**config.mk**
```make
export PLATFORM = sky130hd
export DESIGN_NAME = cpc_cell
export DESIGN_NICKNAME = d
export VERILOG_FILES = /design/src/rtl/cartesian_polar_converter_assert.svh /design/src/rtl/cpc_pkg.sv /design/src/rtl/cpc_cell.sv
export SDC_FILE = /design/constraint.sdc
export NUM_CORES = 1
export LEC_CHECK = 0
export BUFFER_PORTS_ARGS = -buffer_cell sky130_fd_sc_hd__clkbuf_2
export CELL_PAD_IN_SITES_DETAIL_PLACEMENT = 1
export CELL_PAD_IN_SITES_GLOBAL_PLACEMENT = 1
export CORE_UTILIZATION = 48
export DETAILED_ROUTE_END_ITERATION = 6
export PLACE_DENSITY = 0.95
export SLEW_MARGIN = 25
export SYNTH_ARGS = -nofsm -noshare
export SYNTH_HDL_FRONTEND = slang
export SYNTH_SLANG_ARGS = --single-unit
```
**constraint.sdc**
```tcl
create_clock -name clk -period 16.8 [get_ports clk]
set_input_delay 5.04 -clock clk [delete_from_list [all_inputs] [get_ports clk]]
set_output_delay 5.04 -clock clk [all_outputs]
set_load 0.1 [all_outputs]
```
**src/rtl/cartesian_polar_converter_assert.svh**
```systemverilog
// Assertion macros for the converter RTL, included by cpc_post.
// Both expect a clock named clk and an active-high reset named rst in scope.
`ifndef CARTESIAN_POLAR_CONVERTER_ASSERT_SVH
`define CARTESIAN_POLAR_CONVERTER_ASSERT_SVH

// Same-cycle implication.
`define CPC_ASSERT_IMP(lbl, ante, cons) \
  lbl: assert property (@(posedge clk) disable iff (rst) (ante) |-> (cons)) \
    else $error("cpc check failed");

// Next-cycle implication.
`define CPC_ASSERT_NXT(lbl, ante, cons) \
  lbl: assert property (@(posedge clk) disable iff (rst) (ante) |=> (cons)) \
    else $error("cpc check failed");

`endif

```
**src/rtl/cpc_pkg.sv**
```systemverilog
`timescale 1ns / 1ps
// ----------------------------------------------------------------------------
// cpc_pkg
// Types, constants and the arctangent table of the CORDIC coordinate converter.
// ----------------------------------------------------------------------------
package cpc_pkg;

  localparam int ITERATIONS = 16;
  localparam int SHW        = $clog2(ITERATIONS);
  localparam int XW         = 34;
  localparam int ZW         = 34;
  localparam int ZPW        = 35;
  localparam int ATW        = 30;
  localparam int OUT_W      = 40;

  localparam logic signed [ZW-1:0]  PI_Q30      = 34'sd3373259426;
  localparam logic signed [ZW-1:0]  HALF_PI_Q30 = 34'sd1686629713;
  localparam logic signed [ZPW-1:0] PI_Q30_W    = 35'sd3373259426;
  localparam logic signed [ZPW-1:0] TWO_PI_Q30  = 35'sd6746518852;
  localparam logic signed [31:0]    GAIN_Q30    = 32'sd652032874;

  typedef enum logic {
    OP_TO_POLAR = 1'b0,
    OP_TO_RECT  = 1'b1
  } op_t;

  typedef struct packed {
    op_t                   op;
    logic                  origin;
    logic signed [XW-1:0]  x;
    logic signed [XW-1:0]  y;
    logic signed [ZW-1:0]  z;
  } vec_t;

  // Coordinate in Q7.8 scaled up by 2^14.
  function automatic logic signed [XW-1:0] coord_ext(input logic signed [15:0] v);
    return {{(XW-30){v[15]}}, v, 14'b0};
  endfunction

  function automatic logic [SHW-1:0] shift_of(input int k);
    return k[SHW-1:0];
  endfunction

  // atan(2^-i) in Q0.30, rounded to nearest.
  function automatic logic [ATW-1:0] atan_q30(input int i);
    logic [ATW-1:0] r;
    case (i)
      0:       r = 30'd843314857;
      1:       r = 30'd497837829;
      2:       r = 30'd263043837;
      3:       r = 30'd133525159;
      4:       r = 30'd67021687;
      5:       r = 30'd33543516;
      6:       r = 30'd16775851;
      7:       r = 30'd8388437;
      8:       r = 30'd4194283;
      9:       r = 30'd2097149;
      10:      r = 30'd1048576;
      11:      r = 30'd524288;
      12:      r = 30'd262144;
      13:      r = 30'd131072;
      14:      r = 30'd65536;
      15:      r = 30'd32768;
      16:      r = 30'd16384;
      17:      r = 30'd8192;
      18:      r = 30'd4096;
      19:      r = 30'd2048;
      20:      r = 30'd1024;
      21:      r = 30'd512;
      22:      r = 30'd256;
      23:      r = 30'd128;
      default: r = '0;
    endcase
    return r;
  endfunction

endpackage

```
**src/rtl/cpc_cell.sv**
```systemverilog
`timescale 1ns / 1ps
// ----------------------------------------------------------------------------
// cpc_cell
// One CORDIC micro-rotation stage: shift-add on x and y, table step on z.
// ----------------------------------------------------------------------------
module cpc_cell (
  input  logic                        clk,
  input  logic                        rst,
  input  logic [cpc_pkg::SHW-1:0]     shift,
  input  logic [cpc_pkg::ATW-1:0]     atan,
  input  logic                        up_valid,
  output logic                        up_ready,
  input  cpc_pkg::vec_t               up,
  output logic                        valid,
  input  logic                        dn_ready,
  output cpc_pkg::vec_t               dn
);

  logic signed [cpc_pkg::XW-1:0] xi;
  logic signed [cpc_pkg::XW-1:0] yi;
  logic signed [cpc_pkg::ZW-1:0] zi;
  logic signed [cpc_pkg::XW-1:0] dx;
  logic signed [cpc_pkg::XW-1:0] dy;
  logic signed [cpc_pkg::ZW-1:0] da;
  logic                          neg;
  cpc_pkg::vec_t                 dn_next;

  assign up_ready = !valid || dn_ready;

  always_comb begin
    xi  = up.x;
    yi  = up.y;
    zi  = up.z;
    dx  = yi >>> shift;
    dy  = xi >>> shift;
    da  = {{(cpc_pkg::ZW-cpc_pkg::ATW){1'b0}}, atan};
    // Vectoring steers on y, rotation steers on z.
    neg = (up.op == cpc_pkg::OP_TO_RECT) ? zi[cpc_pkg::ZW-1] : !yi[cpc_pkg::XW-1];
    dn_next = up;
    if (neg) begin
      dn_next.x = xi + dx;
      dn_next.y = yi - dy;
      dn_next.z = zi + da;
    end else begin
      dn_next.x = xi - dx;
      dn_next.y = yi + dy;
      dn_next.z = zi - da;
    end
  end

  always_ff @(posedge clk) begin
    if (rst) begin
      valid <= 1'b0;
    end else if (up_ready) begin
      valid <= up_valid;
    end
    if (up_ready && up_valid) begin
      dn <= dn_next;
    end
  end

endmodule

```
==> summary.txt <==
Status = finished clean
Largest net degree at the start of global routing = 94
Worst hold path class = reg -> reg
Post-CTS Hold Buffers = 0
Via-to-Cell Ratio = 6.50
Period utilisation layout = 68.5%
Post-synthesis mux area share = 16.3%
Sequential share of power = 22.2%
Top FF cell, synth = edfxtp_1
Largest family of logic cells by synthesized area = compound AO/OA/AOI/OAI gates
PnR worst setup slack = 5.30 ns
ANT nets after route = 0
Commonest cells after routing, fill and taps aside = clkbuf_2, nand2_1, a21oi_1, xnor2_1, edfxtp_1
Post-Synth XOR/XNOR Area = 11.5%
Core Area = 0.0280 sq mm
Die X-Extent = 171 um
Ys Warns = 0
GP Congestion = 0.925
Slew @ Worst Pin = 0.857 ns
Via count = 13,700
Max-cap violations = 0
Clk network pwr share = 12.4%
Synth Area in Simple Gates = 14.4%
Post-synth ARST share = 0%
Gate count after technology mapping = 1,531
Mapped Nets = 1,778
Post-synth EDFFs = 104
Initial Util = 49.1%
Row count = 61
Final setup vio count = 0
Register area = 0.00314 sq mm
Max Root-Sink Buffers = 2
Kind of critical path = in -> reg
Clock-pin slew on the worst setup and hold paths = 0.09 ns
Total Routed Length = 48.6 mm
Worst Path Max Fanout = 81
Worst Path Required = 16.92 ns
Place WS = 4.67 ns
Drt drc = 0
Synth-to-layout area growth = 12.5%
# IOs = 248
Adder-Cell Fraction of Synth Area = 9.71%
Hold Violations, Final = 0
#FFs+latches synth = 105
Worst-skew pair later-pin latency = 0.38 ns
WL/cell = 23.0 um
Share of cells above drive strength 1 = 22.2%
Die area = 0.0294 sq mm
H-tree Lvls = 3
Clock skew = 0.0120 ns
Peak VDD IR = 0.0000952 V
Post-synthesis sequential area ratio = 22.8%
Max_slew headroom = 42.7%
Iter 0 DRT Violations = 1,301
Avg Synthesized Cell Area = 8.99 sq um
RSZ-0062 raised after global routing = false
Fill cells = 3,371
Setup bufs post-CTS = 0
Multi-input gate area = 0.0101 sq mm
Vias in the first global route = 14,200
CP Launch Type = primary input
FMAX = 86.9 MHz
Layout Nets = 1,974
Power Density = 118 mW/mm^2
Leak = 6.51 nW
Cts bufs inserted = 9
Most common cell after layout, fill and taps aside = clkbuf_2
Post-layout min period = 11.50 ns
Initial antenna violation count = 1
PortBufs = 247
Switching Share = 55.5%
Setup crit end kind = flop
DP HPWL = 37.5 mm
Comb power frac = 65.4%
Synth Area in Compound Gates = 21.4%
Internal Pwr Total = 0.000814 W
Post-Syn Area = 0.0138 sq mm
Fin area = 0.0155 sq mm
Total track usage = 32.5%
CTS Sinks = 105
First-pass GRT wire length = 74.8 mm
Unique masters post-synth = 92
Final Max Slew Viols = 0
Drt first pass iters = 5
Sw Pwr = 0.00101 W
Area after DPL = 0.0152 sq mm
Grt ovf = 0
Setup_tns = 0 ns
Critical path data arrival time = 11.63 ns
Die H = 171 um
CTS tree = built
CTS root buffer = clkbuf_16
Post-cts resize count = 0
path summary, 6_finish.rpt:
check	cells after the start	slack, ns	end	from
worst min register to register	2	0.55	valid$_SDFFE_PP0N_	valid$_SDFFE_PP0N_
worst max-delay path	19	5.30	dn[101]$_DFFE_PP_	shift[1]
worst min-delay path	2	0.55	valid$_SDFFE_PP0N_	valid$_SDFFE_PP0N_
worst max register to register	3	14.63	dn[88]$_DFFE_PP_	valid$_SDFFE_PP0N_
power groups by stage:
stage | logic, W | clock network, W | registers (W)
final | 0.00120 | 0.000227 | 0.000405
after global routing | 0.00126 | 0.000235 | 0.000411
after CTS | 0.00119 | 0.000231 | 0.000406
after detailed placement | 0.00118 | 0 | 0.000411
after global placement | 0.00114 | 0 | 0.000409
after floorplan | 0.000510 | 0 | 0.000854
per-stage QoR:
step           total power [W]  hold slack, ns  util (%)  std cells
5_1_grt                0.00191           0.590      55.3       2111
3_3_place_gp           0.00155           0.501      54.2       2094
4_1_cts                0.00183           0.539      55.2       2110
6_report               0.00183           0.545      55.3       2111
2_1_floorplan          0.00136            1.73         -       1531
3_5_place_dp           0.00159           0.526      54.2       2094
Yosys cell counts (10+ instances only):
library cell  instances  share of area [%]
a211oi_1             19                1.0
a21o_1               38                2.1
a21oi_1             146                5.3
a31oi_1              16               0.73
and2_1               11               0.50
and3_1               14               0.64
buf_2                16               0.58
clkbuf_1             34               0.93
edfxtp_1            104                 23
ha_1                102                9.3
inv_1                41                1.1
mux2_2               31                2.5
mux2i_1              50                3.6
mux4_2               56                9.2
nand2_1             154                4.2
nand2b_1             18               0.82
nand3_1              29                1.1
nor2_1              103                2.8
nor2b_1              17               0.77
nor3_1               17               0.62
o211ai_1             10               0.55
o21a_1               21                1.1
o21ai_0             103                3.7
o21bai_1             13               0.71
o31ai_1              18               0.98
xnor2_1             105                6.7
xor2_1               76                4.8
sequential cells by signal, summed over array words and instances (netlist names):
| register | flops |
|---|---|
| dn | 104 |
| valid | 1 |
layout make-up:
type / count / share of cell area (%)
clock buffer: 10 / 1.48
antenna: 1 / 0.0162
clock inverter: 6 / 0.372
timing repair buffer: 255 / 8.47
multi-input combinational: 1312 / 65.2
inverter: 44 / 1.07
sequential: 105 / 20.3
tap: 378 / 3.05
cell families (layout without fill, tap and decap cells):
family / after synthesis / after routing
buffers and inverters: 114 / 315
and+or+nand+nor: 418 / 418
DFF: 105 / 105
adders and majority gates: 105 / 105
muxes: 145 / 145
other: 0 / 1
AOI/OAI and AO/OA: 463 / 463
xor gates and xnor gates: 181 / 181
metal layers:
layer / part of all wire, % / GRT usage, % / up-vias / wire (um)
met5: 0 / 0 / - / 0
met4: 6.5 / 21.9 / 0 / 3140
met3: 6.5 / 4.83 / 205 / 3160
met2: 49 / 57.6 / 677 / 24000
met1: 38 / 36.2 / 6655 / 18300
li1: - / - / 6178 / -
critical path: stages:
cell and delay, ns:
buf_6 0.60, clkinv_1 0.80, mux4_2 0.73, o21ai_0 0.33, ha_1 0.28, and4_1 0.26, nor2_1 0.07, xnor2_1 0.14
ha_1 0.35, nand4_1 0.18, or4_1 0.51, o211ai_1 0.19, and3b_1 0.24, o21ai_0 0.17, o41ai_1 0.74, nand3_1 0.20
a311o_1 0.33, a211o_1 0.27, xnor2_1 0.15
(Power assumes the default switching activity.)
