`src/rtl/cartesian_polar_converter_assert.svh`:
```
// Assertion macros for the converter RTL, included by cpc_post.
// Both expect a clock named clk and an active-high reset named rst in scope.
`ifndef CARTESIAN_POLAR_CONVERTER_ASSERT_SVH
`define CARTESIAN_POLAR_CONVERTER_ASSERT_SVH

// Same-cycle implication.
`define CPC_ASSERT_IMP(lbl, ante, cons) \
  lbl: assert property (@(posedge clk) disable iff (rst) (ante) |-> (cons)) \
    else $error("cpc check failed");

// Next-cycle implication.
`define CPC_ASSERT_NXT(lbl, ante, cons) \
  lbl: assert property (@(posedge clk) disable iff (rst) (ante) |=> (cons)) \
    else $error("cpc check failed");

`endif

```
`src/rtl/cpc_pkg.sv`:
```
`timescale 1ns / 1ps
// ----------------------------------------------------------------------------
// cpc_pkg
// Types, constants and the arctangent table of the CORDIC coordinate converter.
// ----------------------------------------------------------------------------
package cpc_pkg;

  localparam int ITERATIONS = 16;
  localparam int SHW        = $clog2(ITERATIONS);
  localparam int XW         = 34;
  localparam int ZW         = 34;
  localparam int ZPW        = 35;
  localparam int ATW        = 30;
  localparam int OUT_W      = 40;

  localparam logic signed [ZW-1:0]  PI_Q30      = 34'sd3373259426;
  localparam logic signed [ZW-1:0]  HALF_PI_Q30 = 34'sd1686629713;
  localparam logic signed [ZPW-1:0] PI_Q30_W    = 35'sd3373259426;
  localparam logic signed [ZPW-1:0] TWO_PI_Q30  = 35'sd6746518852;
  localparam logic signed [31:0]    GAIN_Q30    = 32'sd652032874;

  typedef enum logic {
    OP_TO_POLAR = 1'b0,
    OP_TO_RECT  = 1'b1
  } op_t;

  typedef struct packed {
    op_t                   op;
    logic                  origin;
    logic signed [XW-1:0]  x;
    logic signed [XW-1:0]  y;
    logic signed [ZW-1:0]  z;
  } vec_t;

  // Coordinate in Q7.8 scaled up by 2^14.
  function automatic logic signed [XW-1:0] coord_ext(input logic signed [15:0] v);
    return {{(XW-30){v[15]}}, v, 14'b0};
  endfunction

  function automatic logic [SHW-1:0] shift_of(input int k);
    return k[SHW-1:0];
  endfunction

  // atan(2^-i) in Q0.30, rounded to nearest.
  function automatic logic [ATW-1:0] atan_q30(input int i);
    logic [ATW-1:0] r;
    case (i)
      0:       r = 30'd843314857;
      1:       r = 30'd497837829;
      2:       r = 30'd263043837;
      3:       r = 30'd133525159;
      4:       r = 30'd67021687;
      5:       r = 30'd33543516;
      6:       r = 30'd16775851;
      7:       r = 30'd8388437;
      8:       r = 30'd4194283;
      9:       r = 30'd2097149;
      10:      r = 30'd1048576;
      11:      r = 30'd524288;
      12:      r = 30'd262144;
      13:      r = 30'd131072;
      14:      r = 30'd65536;
      15:      r = 30'd32768;
      16:      r = 30'd16384;
      17:      r = 30'd8192;
      18:      r = 30'd4096;
      19:      r = 30'd2048;
      20:      r = 30'd1024;
      21:      r = 30'd512;
      22:      r = 30'd256;
      23:      r = 30'd128;
      default: r = '0;
    endcase
    return r;
  endfunction

endpackage

```
`src/rtl/cpc_post.sv`:
```
`timescale 1ns / 1ps
// ----------------------------------------------------------------------------
// cpc_post
// Back end: gain removal by multiply, then rounding, clamping and the output
// register.
// ----------------------------------------------------------------------------
module cpc_post (
  input  logic                 clk,
  input  logic                 rst,
  input  logic                 up_valid,
  output logic                 up_ready,
  input  cpc_pkg::vec_t        up,
  output logic                 valid,
  input  logic                 dn_ready,
  output logic signed [16:0]   result_a,
  output logic signed [15:0]   result_b
);

  `include "cartesian_polar_converter_assert.svh"

  logic                           m_valid;
  logic                           m_ready;
  logic                           o_ready;
  cpc_pkg::op_t                   m_op;
  logic                           m_origin;
  logic signed [63:0]             px;
  logic signed [63:0]             py;
  logic signed [cpc_pkg::ZW-1:0]  mz;
  logic signed [31:0]             x32;
  logic signed [31:0]             y32;
  logic signed [63:0]             px_rnd;
  logic signed [63:0]             py_rnd;
  logic signed [cpc_pkg::ZW-1:0]  z_rnd;
  logic signed [19:0]             rx;
  logic signed [19:0]             ry;
  logic signed [15:0]             rz;
  logic signed [16:0]             result_a_next;
  logic signed [15:0]             result_b_next;
  cpc_pkg::op_t                   out_op;

  assign o_ready  = !valid || dn_ready;
  assign m_ready  = !m_valid || o_ready;
  assign up_ready = m_ready;

  assign x32 = up.x[31:0];
  assign y32 = up.y[31:0];

  always_ff @(posedge clk) begin
    if (rst) begin
      m_valid <= 1'b0;
    end else if (m_ready) begin
      m_valid <= up_valid;
    end
    if (m_ready && up_valid) begin
      m_op     <= up.op;
      m_origin <= up.origin;
      px       <= x32 * cpc_pkg::GAIN_Q30;
      py       <= y32 * cpc_pkg::GAIN_Q30;
      mz       <= up.z;
    end
  end

  always_comb begin
    // Round to nearest, ties up: add half, keep the upper bits.
    px_rnd = px + 64'sh0000_0800_0000_0000;
    py_rnd = py + 64'sh0000_0800_0000_0000;
    z_rnd  = mz + 34'sd131072;
    rx     = px_rnd[63:44];
    ry     = py_rnd[63:44];
    rz     = z_rnd[cpc_pkg::ZW-1:18];
    result_a_next = '0;
    result_b_next = '0;
    case (m_op)
      cpc_pkg::OP_TO_POLAR: begin
        if (rx < 20'sd0) begin
          result_a_next = '0;
        end else if (rx > 20'sd46341) begin
          result_a_next = 17'sd46341;
        end else begin
          result_a_next = rx[16:0];
        end
        if (rz > 16'sd12868) begin
          result_b_next = 16'sd12868;
        end else if (rz < -16'sd12868) begin
          result_b_next = -16'sd12868;
        end else begin
          result_b_next = rz;
        end
        if (m_origin) begin
          result_a_next = '0;
          result_b_next = '0;
        end
      end
      cpc_pkg::OP_TO_RECT: begin
        if (rx > 20'sd32767) begin
          result_a_next = 17'sd32767;
        end else if (rx < -20'sd32768) begin
          result_a_next = -17'sd32768;
        end else begin
          result_a_next = rx[16:0];
        end
        if (ry > 20'sd32767) begin
          result_b_next = 16'sd32767;
        end else if (ry < -20'sd32768) begin
          result_b_next = -16'sd32768;
        end else begin
          result_b_next = ry[15:0];
        end
      end
      default: begin
        result_a_next = '0;
      end
    endcase
  end

  always_ff @(posedge clk) begin
    if (rst) begin
      valid <= 1'b0;
    end else if (o_ready) begin
      valid <= m_valid;
    end
    if (o_ready && m_valid) begin
      result_a <= result_a_next;
      result_b <= result_b_next;
      out_op   <= m_op;
    end
  end

  `CPC_ASSERT_IMP(a_polar_range, valid && out_op == cpc_pkg::OP_TO_POLAR,
    !result_a[16] && result_b <= 16'sd12868 && result_b >= -16'sd12868)
  `CPC_ASSERT_IMP(a_rect_range, valid && out_op == cpc_pkg::OP_TO_RECT,
    result_a[16] == result_a[15])
  `CPC_ASSERT_NXT(a_mult_drains, m_valid && o_ready, valid)
  `CPC_ASSERT_IMP(a_reset_empty, $past(rst), !valid && !m_valid)

endmodule
```
`config.mk`:
```
export PLATFORM = sky130hd
export DESIGN_NAME = cpc_post
export DESIGN_NICKNAME = d
export VERILOG_FILES = /design/src/rtl/cpc_pkg.sv /design/src/rtl/cpc_post.sv
export VERILOG_INCLUDE_DIRS = /design/src /design/src/rtl
export SDC_FILE = /design/constraint.sdc
export NUM_CORES = 2
export LEC_CHECK = 0
export BUFFER_PORTS_ARGS = -buffer_cell sky130_fd_sc_hd__buf_2
export CAP_MARGIN = 20
export CORE_ASPECT_RATIO = 1.2
export CORE_MARGIN = 2
export CORE_UTILIZATION = 30
export CTS_CLUSTER_SIZE = 14
export DETAILED_ROUTE_END_ITERATION = 10
export PLACE_DENSITY = 0.48
export SLEW_MARGIN = 20
export SYNTH_ARGS = -nofsm -noshare
export SYNTH_HDL_FRONTEND = slang
export SYNTH_SLANG_ARGS = --single-unit
export TNS_END_PERCENT = 100
```
`constraint.sdc`:
```
create_clock -name clk -period 12.57 [get_ports clk]
set_clock_uncertainty 0.15 [all_clocks]
set_input_delay 1.257 -clock clk [delete_from_list [all_inputs] [get_ports clk]]
set_output_delay 1.257 -clock clk [all_outputs]
set_load 0.1 [all_outputs]
```
==> out/metrics.csv <==
stage;metric;value;unit
synthesis;yosys_warnings;0;
global_routing;number_of_antenna_violations_at_the_first_check_in_global_routing;9;
critical_path;worst-endpoint-required;12.58;ns
critical_path;crit_path_max_fanout;8;
synthesis;synth.distinct_cells;70;
synthesis;post-synth-top-count-cell;sky130_fd_sc_hd__inv_1;
critical_path;arrival_time_at_the_worst_endpoint;9.51;ns
job;number_of_max_cap_violations;0;
finish;fraction_of_final_layout_cells_with_drive_strength_greater_than_1;3.89;%
cts;tritoncts;yes;
floorplan;num_io_pins;143;
global_routing;grt_pass1_vias;31000;
cts;h-tree-depth;3;
sta;fmax;0.105;GHz
routing;drt-total-wl;124000;um
critical_path;setup.worst_path.start;up[46];
global_routing;grt_start_max_net_pins;60;
cts;cts.path.max_buffers;2;
min_path;worst_hold_startpoint;m_valid;
critical_path;highest_cell_delay_on_the_worst_timing_path;0.61;ns
sta;timing_max_transition_violations_final;0;
synthesis;leading_cell_types_by_count_after_synthesis;1369 x sky130_fd_sc_hd__inv_1, 838 x sky130_fd_sc_hd__fa_1, 741 x sky130_fd_sc_hd__ha_1;
floorplan;die_x;343;um
critical_path;critical_path.startpoint_type;primary input;
critical_path;library_cell_contributing_the_largest_single_delay_on_the_critical_path;sky130_fd_sc_hd__a221oi_1;
finish;design.final.nets;5974;
placement;placement.io_buffers;121;
cts;post-cts-setup-buffer-count;0;
cts;worst_skew_pair.late_latency;0.42;ns
sta;hold_violation_total_from_the_final_report;0;
sta;max_slew_margin;36.6;%
routing;detail-route-antenna-nets;0;
global_routing;globalRouteOverflowTotal;0;
floorplan;std_cell_rows;149;
sta;final.period_utilization;75.6;%
sta;timing.setup.tns;0;ns
min_path;hp-class;reg2reg;
sta;final-setup-viol-count;0;
cts;clockRootBuffer;sky130_fd_sc_hd__clkbuf_16;
synthesis;synth_largest_area_cell;sky130_fd_sc_hd__fa_1;
synthesis;postSynth.topFlopCell;sky130_fd_sc_hd__edfxtp_1;
synthesis;mappedNetlistArea;41500;um2
synthesis;postSynth.asyncResetShare;0;%
routing;detail_route.wl_per_cell;20.2;um
critical_path;origin_of_the_critical_flop_to_flop_path;px[44];
run_status;result_of_the_run;complete, no violations;
synthesis;ys_seq_area_share;6.76;%
synthesis;post_synthesis_cell_count;4182;
sta;finalWorstPathRequiredPeriod;9.50;ns
floorplan;floorplan.initialDensity;30.2;%
critical_path;crit_family;adder cells;
sta;worst_pin_slew;0.951;ns
synthesis;mappedNetlistNets;5869;
finish;total_area_of_multi_input_combinational_cells;33400;um2
cts;cts_hold_buffers;0;
synthesis;post_synth_main_area_contributors;sky130_fd_sc_hd__fa_1 40%, sky130_fd_sc_hd__ha_1 22%, sky130_fd_sc_hd__inv_1 12%;
cts;number_of_sinks_on_the_clock_net;94;
placement;place.detailed.hpwl;112000;um
global_routing;first_pass_grt_wire_length;190000;um
critical_path;crit_path_frequent_cell;sky130_fd_sc_hd__fa_1;
placement;globalplace.congestion;0.935;
synthesis;yosys.area.top_type_share;40.5;%
cts;cts_made_buffers;9;
routing;detailedRoute.firstIterationViolations;1240;
global_routing;globalRouteTotalUtil;18.2;%
cts;cts.repair.resized;0;
finish;layout-area-overhead-vs-synth;7.54;%
critical_path;setup.worst_path.end_class;register;
finish;sequential_cell_area;2800;um2
synthesis;avgSynthCellArea;9.92;um2
routing;detail_route.first_pass.iterations;5;
sta;unrepaired_setup_endpoints_after_global_routing;no;
finish;fillerInstances;14400;
routing;post_drt_via_cell_ratio;4.51;
floorplan;floorplan.die_area;141000;um2
synthesis;ys_ff_latch;94;
synthesis;count_of_flip_flops_with_a_built_in_enable_after_synthesis;92;
routing;detailroute.via_count;27500;
floorplan;core_area;137000;um2
critical_path;cp.buffers_inverters;5;
critical_path;worst-setup-path-type;in2reg;
floorplan;die_y;411;um
cts;clk_pin_slew;0.08;ns
routing;drc_errors;0;
state kept, by name (all words and copies together) (netlist names):
signal and flops:
result_a 17, m_valid 1, mz 17, m_origin 1
valid 1, result_b 16, px 20, py 20
m_op 1
per-stage QoR:
stage	util, %	setup WS (ns)	hold WS [ns]	instance area (um2)	instances
after floorplan	-	4.29	0.328	41500	4182
after global placement	32.2	2.77	0.362	44300	6088
after detailed placement	32.2	2.72	0.361	44300	6088
after CTS	32.4	3.16	0.374	44600	6104
after global routing	32.5	2.76	0.421	44600	6104
final	32.5	3.07	0.371	44600	6107
layout by cell type, fill, tap and decap left out, drive strengths merged, types with 54 or more instances in the layout:
| master | instances |
|---|---|
| inv | 1372 |
| a21o | 95 |
| buf | 130 |
| ha | 741 |
| nor2 | 54 |
| a21oi | 166 |
| fa | 838 |
| o21ai | 93 |
| edfxtp | 92 |
| nand2 | 88 |
| xnor2 | 99 |
| xor2 | 187 |
layout make-up:
class	count	area share, %
multi-input cells	2683	74.9
inverters	1369	11.5
flip-flops and latches	94	6.28
well taps	1812	5.08
repair buffers	130	1.51
clock buffers	9	0.505
clock inverters	7	0.180
diodes	3	0.0168
layer usage:
metal / GRT usage (%) / up-vias / part of all wire, %
met1: 22.5 / 13800 / 42
met4: 8.05 / 10 / 5.1
met3: 1.74 / 160 / 3.1
met2: 32.0 / 489 / 50
li1: - / 13000 / -
met5: 0 / - / 0.049
logic make-up (layout without fill, tap and decap cells):
group | count (synthesis) | count (layout) | share of synthesized area [%]
AOI/OAI and AO/OA | 483 | 483 | 7.44
xor gates and xnor gates | 286 | 286 | 6.04
adders and majority gates | 1579 | 1579 | 62.8
and+or+nand+nor | 327 | 327 | 4.02
buffers and inverters | 1405 | 1515 | 12.7
DFF | 94 | 94 | 6.76
muxes | 8 | 8 | 0.196
other | 0 | 3 | 0
path summary, 6_finish.rpt:
kind | endpoint | slack (ns) | depth (start not counted)
setup / recovery | py[57] | 3.07 | 26
hold / removal | valid | 0.37 | 2
setup reg to reg | result_a[12] | 8.71 | 11
hold reg to reg | valid | 0.37 | 2
tightest hold or removal path, cell delays in order (launching register included):
cell and delay, ns:
sky130_fd_sc_hd__dfxtp_1 0.34, sky130_fd_sc_hd__nor2_1 0.10, sky130_fd_sc_hd__nor2_1 0.04
Power is not shown: default switching activity piles up to over one toggle a cycle in this logic, so the estimate is an artifact.
