$ cat config.mk
export PLATFORM = sky130hd
export DESIGN_NAME = cpc_prep
export DESIGN_NICKNAME = d
export VERILOG_FILES = /design/src/rtl/cartesian_polar_converter_assert.svh /design/src/rtl/cpc_pkg.sv /design/src/rtl/cpc_prep.sv
export SDC_FILE = /design/constraint.sdc
export NUM_CORES = 1
export LEC_CHECK = 0
export CAP_MARGIN = 10
export CORE_MARGIN = 4
export CORE_UTILIZATION = 51
export CTS_CLUSTER_DIAMETER = 40
export CTS_CLUSTER_SIZE = 40
export DETAILED_ROUTE_END_ITERATION = 10
export DONT_BUFFER_PORTS = 1
export PLACE_DENSITY = 0.64
export SLEW_MARGIN = 20
export SYNTH_ARGS = -nofsm -noshare
export SYNTH_HDL_FRONTEND = slang
export SYNTH_SLANG_ARGS = --single-unit
export TNS_END_PERCENT = 100
$ cat constraint.sdc
create_clock -name clk -period 3.96 [get_ports clk]
set_input_delay 0.198 -clock clk [delete_from_list [all_inputs] [get_ports clk]]
set_output_delay 0.198 -clock clk [all_outputs]
set_load 0.01 [all_outputs]
$ cat src/rtl/cartesian_polar_converter_assert.svh
// Assertion macros for the converter RTL, included by cpc_post.
// Both expect a clock named clk and an active-high reset named rst in scope.
`ifndef CARTESIAN_POLAR_CONVERTER_ASSERT_SVH
`define CARTESIAN_POLAR_CONVERTER_ASSERT_SVH

// Same-cycle implication.
`define CPC_ASSERT_IMP(lbl, ante, cons) \
  lbl: assert property (@(posedge clk) disable iff (rst) (ante) |-> (cons)) \
    else $error("cpc check failed");

// Next-cycle implication.
`define CPC_ASSERT_NXT(lbl, ante, cons) \
  lbl: assert property (@(posedge clk) disable iff (rst) (ante) |=> (cons)) \
    else $error("cpc check failed");

`endif

$ cat src/rtl/cpc_pkg.sv
`timescale 1ns / 1ps
// ----------------------------------------------------------------------------
// cpc_pkg
// Types, constants and the arctangent table of the CORDIC coordinate converter.
// ----------------------------------------------------------------------------
package cpc_pkg;

  localparam int ITERATIONS = 16;
  localparam int SHW        = $clog2(ITERATIONS);
  localparam int XW         = 34;
  localparam int ZW         = 34;
  localparam int ZPW        = 35;
  localparam int ATW        = 30;
  localparam int OUT_W      = 40;

  localparam logic signed [ZW-1:0]  PI_Q30      = 34'sd3373259426;
  localparam logic signed [ZW-1:0]  HALF_PI_Q30 = 34'sd1686629713;
  localparam logic signed [ZPW-1:0] PI_Q30_W    = 35'sd3373259426;
  localparam logic signed [ZPW-1:0] TWO_PI_Q30  = 35'sd6746518852;
  localparam logic signed [31:0]    GAIN_Q30    = 32'sd652032874;

  typedef enum logic {
    OP_TO_POLAR = 1'b0,
    OP_TO_RECT  = 1'b1
  } op_t;

  typedef struct packed {
    op_t                   op;
    logic                  origin;
    logic signed [XW-1:0]  x;
    logic signed [XW-1:0]  y;
    logic signed [ZW-1:0]  z;
  } vec_t;

  // Coordinate in Q7.8 scaled up by 2^14.
  function automatic logic signed [XW-1:0] coord_ext(input logic signed [15:0] v);
    return {{(XW-30){v[15]}}, v, 14'b0};
  endfunction

  function automatic logic [SHW-1:0] shift_of(input int k);
    return k[SHW-1:0];
  endfunction

  // atan(2^-i) in Q0.30, rounded to nearest.
  function automatic logic [ATW-1:0] atan_q30(input int i);
    logic [ATW-1:0] r;
    case (i)
      0:       r = 30'd843314857;
      1:       r = 30'd497837829;
      2:       r = 30'd263043837;
      3:       r = 30'd133525159;
      4:       r = 30'd67021687;
      5:       r = 30'd33543516;
      6:       r = 30'd16775851;
      7:       r = 30'd8388437;
      8:       r = 30'd4194283;
      9:       r = 30'd2097149;
      10:      r = 30'd1048576;
      11:      r = 30'd524288;
      12:      r = 30'd262144;
      13:      r = 30'd131072;
      14:      r = 30'd65536;
      15:      r = 30'd32768;
      16:      r = 30'd16384;
      17:      r = 30'd8192;
      18:      r = 30'd4096;
      19:      r = 30'd2048;
      20:      r = 30'd1024;
      21:      r = 30'd512;
      22:      r = 30'd256;
      23:      r = 30'd128;
      default: r = '0;
    endcase
    return r;
  endfunction

endpackage

$ cat src/rtl/cpc_prep.sv
`timescale 1ns / 1ps
// ----------------------------------------------------------------------------
// cpc_prep
// Two-stage front end: wraps the input angle, then folds the vector or the angle
// into the right half plane and sets up the starting vector for the rotation cells.
// ----------------------------------------------------------------------------
module cpc_prep (
  input  logic                clk,
  input  logic                rst,
  input  logic                up_valid,
  output logic                up_ready,
  input  cpc_pkg::op_t        op_in,
  input  logic signed [15:0]  a_in,
  input  logic signed [15:0]  b_in,
  output logic                valid,
  input  logic                dn_ready,
  output cpc_pkg::vec_t       dn
);

  logic                               s1_valid;
  logic                               s1_ready;
  cpc_pkg::op_t                       s1_op;
  logic signed [15:0]                 s1_a;
  logic signed [15:0]                 s1_b;
  logic signed [cpc_pkg::ZW-1:0]      s1_z;
  logic signed [cpc_pkg::ZPW-1:0]     z_raw;
  logic signed [cpc_pkg::ZPW-1:0]     z_wrap;
  logic signed [cpc_pkg::XW-1:0]      xs;
  logic signed [cpc_pkg::XW-1:0]      ys;
  cpc_pkg::vec_t                      dn_next;

  assign s1_ready = !s1_valid || dn_ready;
  assign up_ready = s1_ready;

  // Bring the angle into -pi..pi; one turn is always enough for a Q3.12 input.
  always_comb begin
    z_raw = {b_in[15], b_in, 18'b0};
    if (z_raw > cpc_pkg::PI_Q30_W) begin
      z_wrap = z_raw - cpc_pkg::TWO_PI_Q30;
    end else if (z_raw < -cpc_pkg::PI_Q30_W) begin
      z_wrap = z_raw + cpc_pkg::TWO_PI_Q30;
    end else begin
      z_wrap = z_raw;
    end
  end

  always_ff @(posedge clk) begin
    if (rst) begin
      s1_valid <= 1'b0;
    end else if (s1_ready) begin
      s1_valid <= up_valid;
    end
    if (s1_ready && up_valid) begin
      s1_op <= op_in;
      s1_a  <= a_in;
      s1_b  <= b_in;
      s1_z  <= z_wrap[cpc_pkg::ZW-1:0];
    end
  end

  always_comb begin
    xs = cpc_pkg::coord_ext(s1_a);
    ys = cpc_pkg::coord_ext(s1_b);
    dn_next.op     = s1_op;
    dn_next.origin = 1'b0;
    dn_next.x      = xs;
    dn_next.y      = ys;
    dn_next.z      = '0;
    case (s1_op)
      cpc_pkg::OP_TO_POLAR: begin
        dn_next.origin = (s1_a == 16'sd0) && (s1_b == 16'sd0);
        // Left half plane: turn by pi first.
        if (s1_a < 16'sd0) begin
          dn_next.x = -xs;
          dn_next.y = -ys;
          dn_next.z = (s1_b < 16'sd0) ? -cpc_pkg::PI_Q30 : cpc_pkg::PI_Q30;
        end
      end
      cpc_pkg::OP_TO_RECT: begin
        dn_next.y = '0;
        dn_next.z = s1_z;
        // Fold into -pi/2..pi/2 and mirror the radius.
        if (s1_z > cpc_pkg::HALF_PI_Q30) begin
          dn_next.z = s1_z - cpc_pkg::PI_Q30;
          dn_next.x = -xs;
        end else if (s1_z < -cpc_pkg::HALF_PI_Q30) begin
          dn_next.z = s1_z + cpc_pkg::PI_Q30;
          dn_next.x = -xs;
        end
      end
      default: begin
        dn_next.origin = 1'b0;
      end
    endcase
  end

  always_ff @(posedge clk) begin
    if (rst) begin
      valid <= 1'b0;
    end else if (dn_ready) begin
      valid <= s1_valid;
    end
    if (dn_ready && s1_valid) begin
      dn <= dn_next;
    end
  end

endmodule

==> key figures <==
Yosys
  • Portion of synthesized cell area occupied by the leading cell type: about half
  • Biggest area consumer among synthesized cells: sky130_fd_sc_hd__edfxtp_1
  • Distinct cell type count of the synthesized netlist: 75
  • Leading post-synthesis cells by cell area: sky130_fd_sc_hd__edfxtp_1 (51%), sky130_fd_sc_hd__ha_1 (3.9%), sky130_fd_sc_hd__xor2_1 (3.8%)
  • Register area share after synthesis: approximately 52%
  • Number of warnings issued by yosys: 0
  • Syn Std Cell Area: about 7100 um^2
  • #FFs+latches synth: ~120
  • Most used DFF post-synth: sky130_fd_sc_hd__edfxtp_1
  • Number of enable flip-flop cells after synthesis: 121
  • Mapped Cells: about 650
  • Synthesized area per cell: ~11 um^2
  • Share of synthesized registers carrying an async set or reset: 0%

Layout
  • Area of the multi-input gates: 2999 um^2
  • Antenna Diode Count: 0
  • Count of nets after finishing: between 700 and 800
  • Synth-to-layout area growth: 12.52%
  • Register cell area after layout: between 3000 and 4000 um^2
  • Number of inserted filler cells in the final layout: between 1000 and 1500
  • Top library cells by usage in the layout, fill and taps aside: sky130_fd_sc_hd__edfxtp_1 (121), sky130_fd_sc_hd__nor2_1 (47), sky130_fd_sc_hd__nand2_1 (44)
  • Most common cell after layout, fill and taps aside: sky130_fd_sc_hd__edfxtp_1
  • Share of cells above drive strength 1: roughly a tenth

Global route
  • Global routing usage summed across all routing layers: between 20% and 30%
  • Wire length of the first global-routing pass: between 20 and 30 mm
  • Initial antenna violation count: 0
  • Remaining global-route overflow: 0
  • Number of global-route vias before repair: ~5000
  • Largest net degree at the start of global routing: just under 50

Timing
  • Headroom to the max-slew limit: between 30% and 40%
  • Unrepaired setup endpoints after global routing: false
  • Worst-case clock skew: 12.47 ps
  • Number of slew-limit violations in the final report: 0
  • Slew @ Worst Pin: between 900 and 1000 ps
  • Maximum clock frequency: slightly above 300 MHz
  • Minimum period implied by the final worst setup slack: 3304 ps
  • Final hold viol count: 0
  • Accumulated negative setup slack: 0 ps
  • Worst setup slack after layout: around 660 ps
  • Post-route clock period utilization: 83.43%
  • Final setup violation count: 0
  • Hold Worst Slack: slightly below 30 ps

Critical path
  • Arrival @ worst endpoint: around 3500 ps
  • Required time of the worst setup path: approximately 4000 ps
  • Launching point of the worst reg2reg path: s1_z[16]
  • Critical path launch point type: flop
  • Slowest stage delay, CP: approximately 800 ps
  • Maximum net fanout on the critical path: 18
  • Type of destination of the critical path: flop
  • Critical path cell sequence: inv_1, ha_1, a211o_1, a21bo_1, a211oi_4, buf_4, nor3_2, xor2_1
  • Standard cell with the maximum stage delay on the critical path: sky130_fd_sc_hd__a211oi_4
  • First element of the critical path: s1_z[16]
  • Worst Path Class, Setup: flop to flop

Clock tree
  • Clock latency of the later-clocked register in the worst-skew pair: approximately 420 ps
  • Cell chosen for the clock root: sky130_fd_sc_hd__clkbuf_16
  • TritonCTS Buffers: 17
  • Setup Buffers After CTS: 0
  • Number of clock sinks seen by CTS: around 120
  • Count of cells resized by post-cts repair: 0
  • Buffers from clock root to sink, at most: 2
  • Maximum level of the CTS H-tree: 4
  • CTS tree: built
  • Clock transition at the registers of the reported paths: 60 ps

Floorplanning
  • Row count: 42
  • Die area: roughly 16000 um^2
  • Chip Height: between 100 and 150 um
  • Chip width: 126.0 um
  • Core region area: 13450 um^2
  • Initial Util: approximately 53%
  • Total I/O pin count: roughly 140

Detailed routing
  • Post-detailed-route count of antenna-violating nets: 0
  • TritonRoute pass-1 iters: 5
  • DR iter-0 viols: about 390
  • Via density: 5.884
  • Total Routed Length: 16.75 mm
  • DRC violation count after routing: 0
  • Detailed-route via count: between 5000 and 6000
  • Routed len/inst: about 20 um

Placed design
  • Final weighted congestion in routability-driven placement: 0.8783
  • Setup slack after placement: 655.3 ps
  • Number of buffer cells added on primary ports: 0
  • Hpwl dp: 11.68 mm

Worst hold path
  • Path class of the lowest-slack min-delay path: input port to flop
  • Hold_sp: b_in[15]

Pwr
  • Power, Total: about 3600 uW
  • Worst VDD drop: between 300 and 400 uV
  • Power density of the placed cells: ~450 nW/um^2
  • Static leakage: between 0.002 and 0.003 uW

Flow run
  • Max-cap check violation count: 0

Status
  • Status: completed
through the flow:
| stage | area [um^2] | instances | util [%] |
|---|---|---|---|
| after floorplan | 7209 | 677 | - |
| after global placement | 7043 | 787 | 52.35 |
| after detailed placement | 7043 | 787 | 52.35 |
| after CTS | 7966 | 854 | 59.22 |
| after global routing | 7994 | 855 | 59.42 |
| final | 7994 | 855 | 59.42 |
repair_timing:
action	4_1_cts	5_1_grt
hold buffers	35	0
endpoints found under the setup margin	0	0
endpoints found under the hold margin	46	0
synthesized netlist by cell type (3+ instances only):
cell type	n
sky130_fd_sc_hd__a32oi_1	7
sky130_fd_sc_hd__o41ai_1	3
sky130_fd_sc_hd__buf_2	10
sky130_fd_sc_hd__buf_4	36
sky130_fd_sc_hd__nor2_1	47
sky130_fd_sc_hd__a211o_1	4
sky130_fd_sc_hd__nor2b_1	11
sky130_fd_sc_hd__a211oi_1	4
sky130_fd_sc_hd__buf_6	5
sky130_fd_sc_hd__o31ai_1	10
sky130_fd_sc_hd__ha_1	22
sky130_fd_sc_hd__or3_1	3
sky130_fd_sc_hd__a31oi_1	12
sky130_fd_sc_hd__o21ai_1	7
sky130_fd_sc_hd__o21ai_0	27
sky130_fd_sc_hd__a21oi_1	30
sky130_fd_sc_hd__a21o_1	3
sky130_fd_sc_hd__xor2_1	31
sky130_fd_sc_hd__xnor2_1	15
sky130_fd_sc_hd__nand3_1	17
sky130_fd_sc_hd__nand2b_1	6
sky130_fd_sc_hd__o21a_1	5
sky130_fd_sc_hd__or4_1	6
sky130_fd_sc_hd__and2_1	4
sky130_fd_sc_hd__nor3_1	18
sky130_fd_sc_hd__nor4_1	7
sky130_fd_sc_hd__nand4_1	8
sky130_fd_sc_hd__and3_1	8
sky130_fd_sc_hd__mux2i_1	3
sky130_fd_sc_hd__edfxtp_1	121
sky130_fd_sc_hd__inv_1	21
sky130_fd_sc_hd__a31o_2	5
sky130_fd_sc_hd__nor3_2	8
sky130_fd_sc_hd__nand2_1	44
sky130_fd_sc_hd__o211ai_1	3
sky130_fd_sc_hd__o2111ai_1	4
sky130_fd_sc_hd__clkbuf_1	22
metal layers:
layer	part of all wire (%)	track usage (%)
met4	1.9	6.309
met1	44	28.34
met5	0	0
met3	5.6	5.843
met2	49	34.33
kinds of logic after synthesis:
| kind of cell | after synthesis | synth area share, % |
|---|---|---|
| AOI/OAI and AO/OA | 154 | 15.13 |
| xor gates and xnor gates | 46 | 5.671 |
| adders and majority gates | 22 | 3.875 |
| buffers and inverters | 97 | 7.732 |
| DFF | 123 | 51.71 |
| muxes | 4 | 0.6340 |
| other | 1 | 0.05278 |
| and+or+nand+nor | 202 | 15.20 |
critical path: cells and delay by family (launching register included):
| kind | cells | cell delay [ps] |
|---|---|---|
| fa+ha+maj | 1 | 280 |
| simple gates | 1 | 50 |
| buf+inv | 2 | 420 |
| flops | 1 | 550 |
| compound gates | 3 | 1580 |
| xor+xnor | 1 | 150 |
state kept, by name (all words and copies together), names as in the netlist:
register,cells
s1_a,16
s1_b,16
dn,69
valid,1
s1_op,1
s1_z,19
s1_valid,1
layout make-up:
class                   count  area share [%]
clock buffers              18           5.369
clock inverters            14           1.800
inverters                  22           1.033
multi-input cells         457           37.52
flip-flops and latches    123           45.95
well taps                 176           2.755
repair buffers             45           5.572
worst paths after layout:
check	endpoint	cells after the start	slack (ps)
worst max-delay path	dn[85]	8	660
worst min-delay path	s1_z[33]	1	30
worst max register to register	dn[85]	8	660
worst min register to register	dn[82]	0	500
power breakdown:
group / switching [uW] / internal (uW)
registers: 101 / 1540
clock network: 575 / 925
logic: 276 / 192
total: 952 / 2660
(Power assumes the default switching activity.)
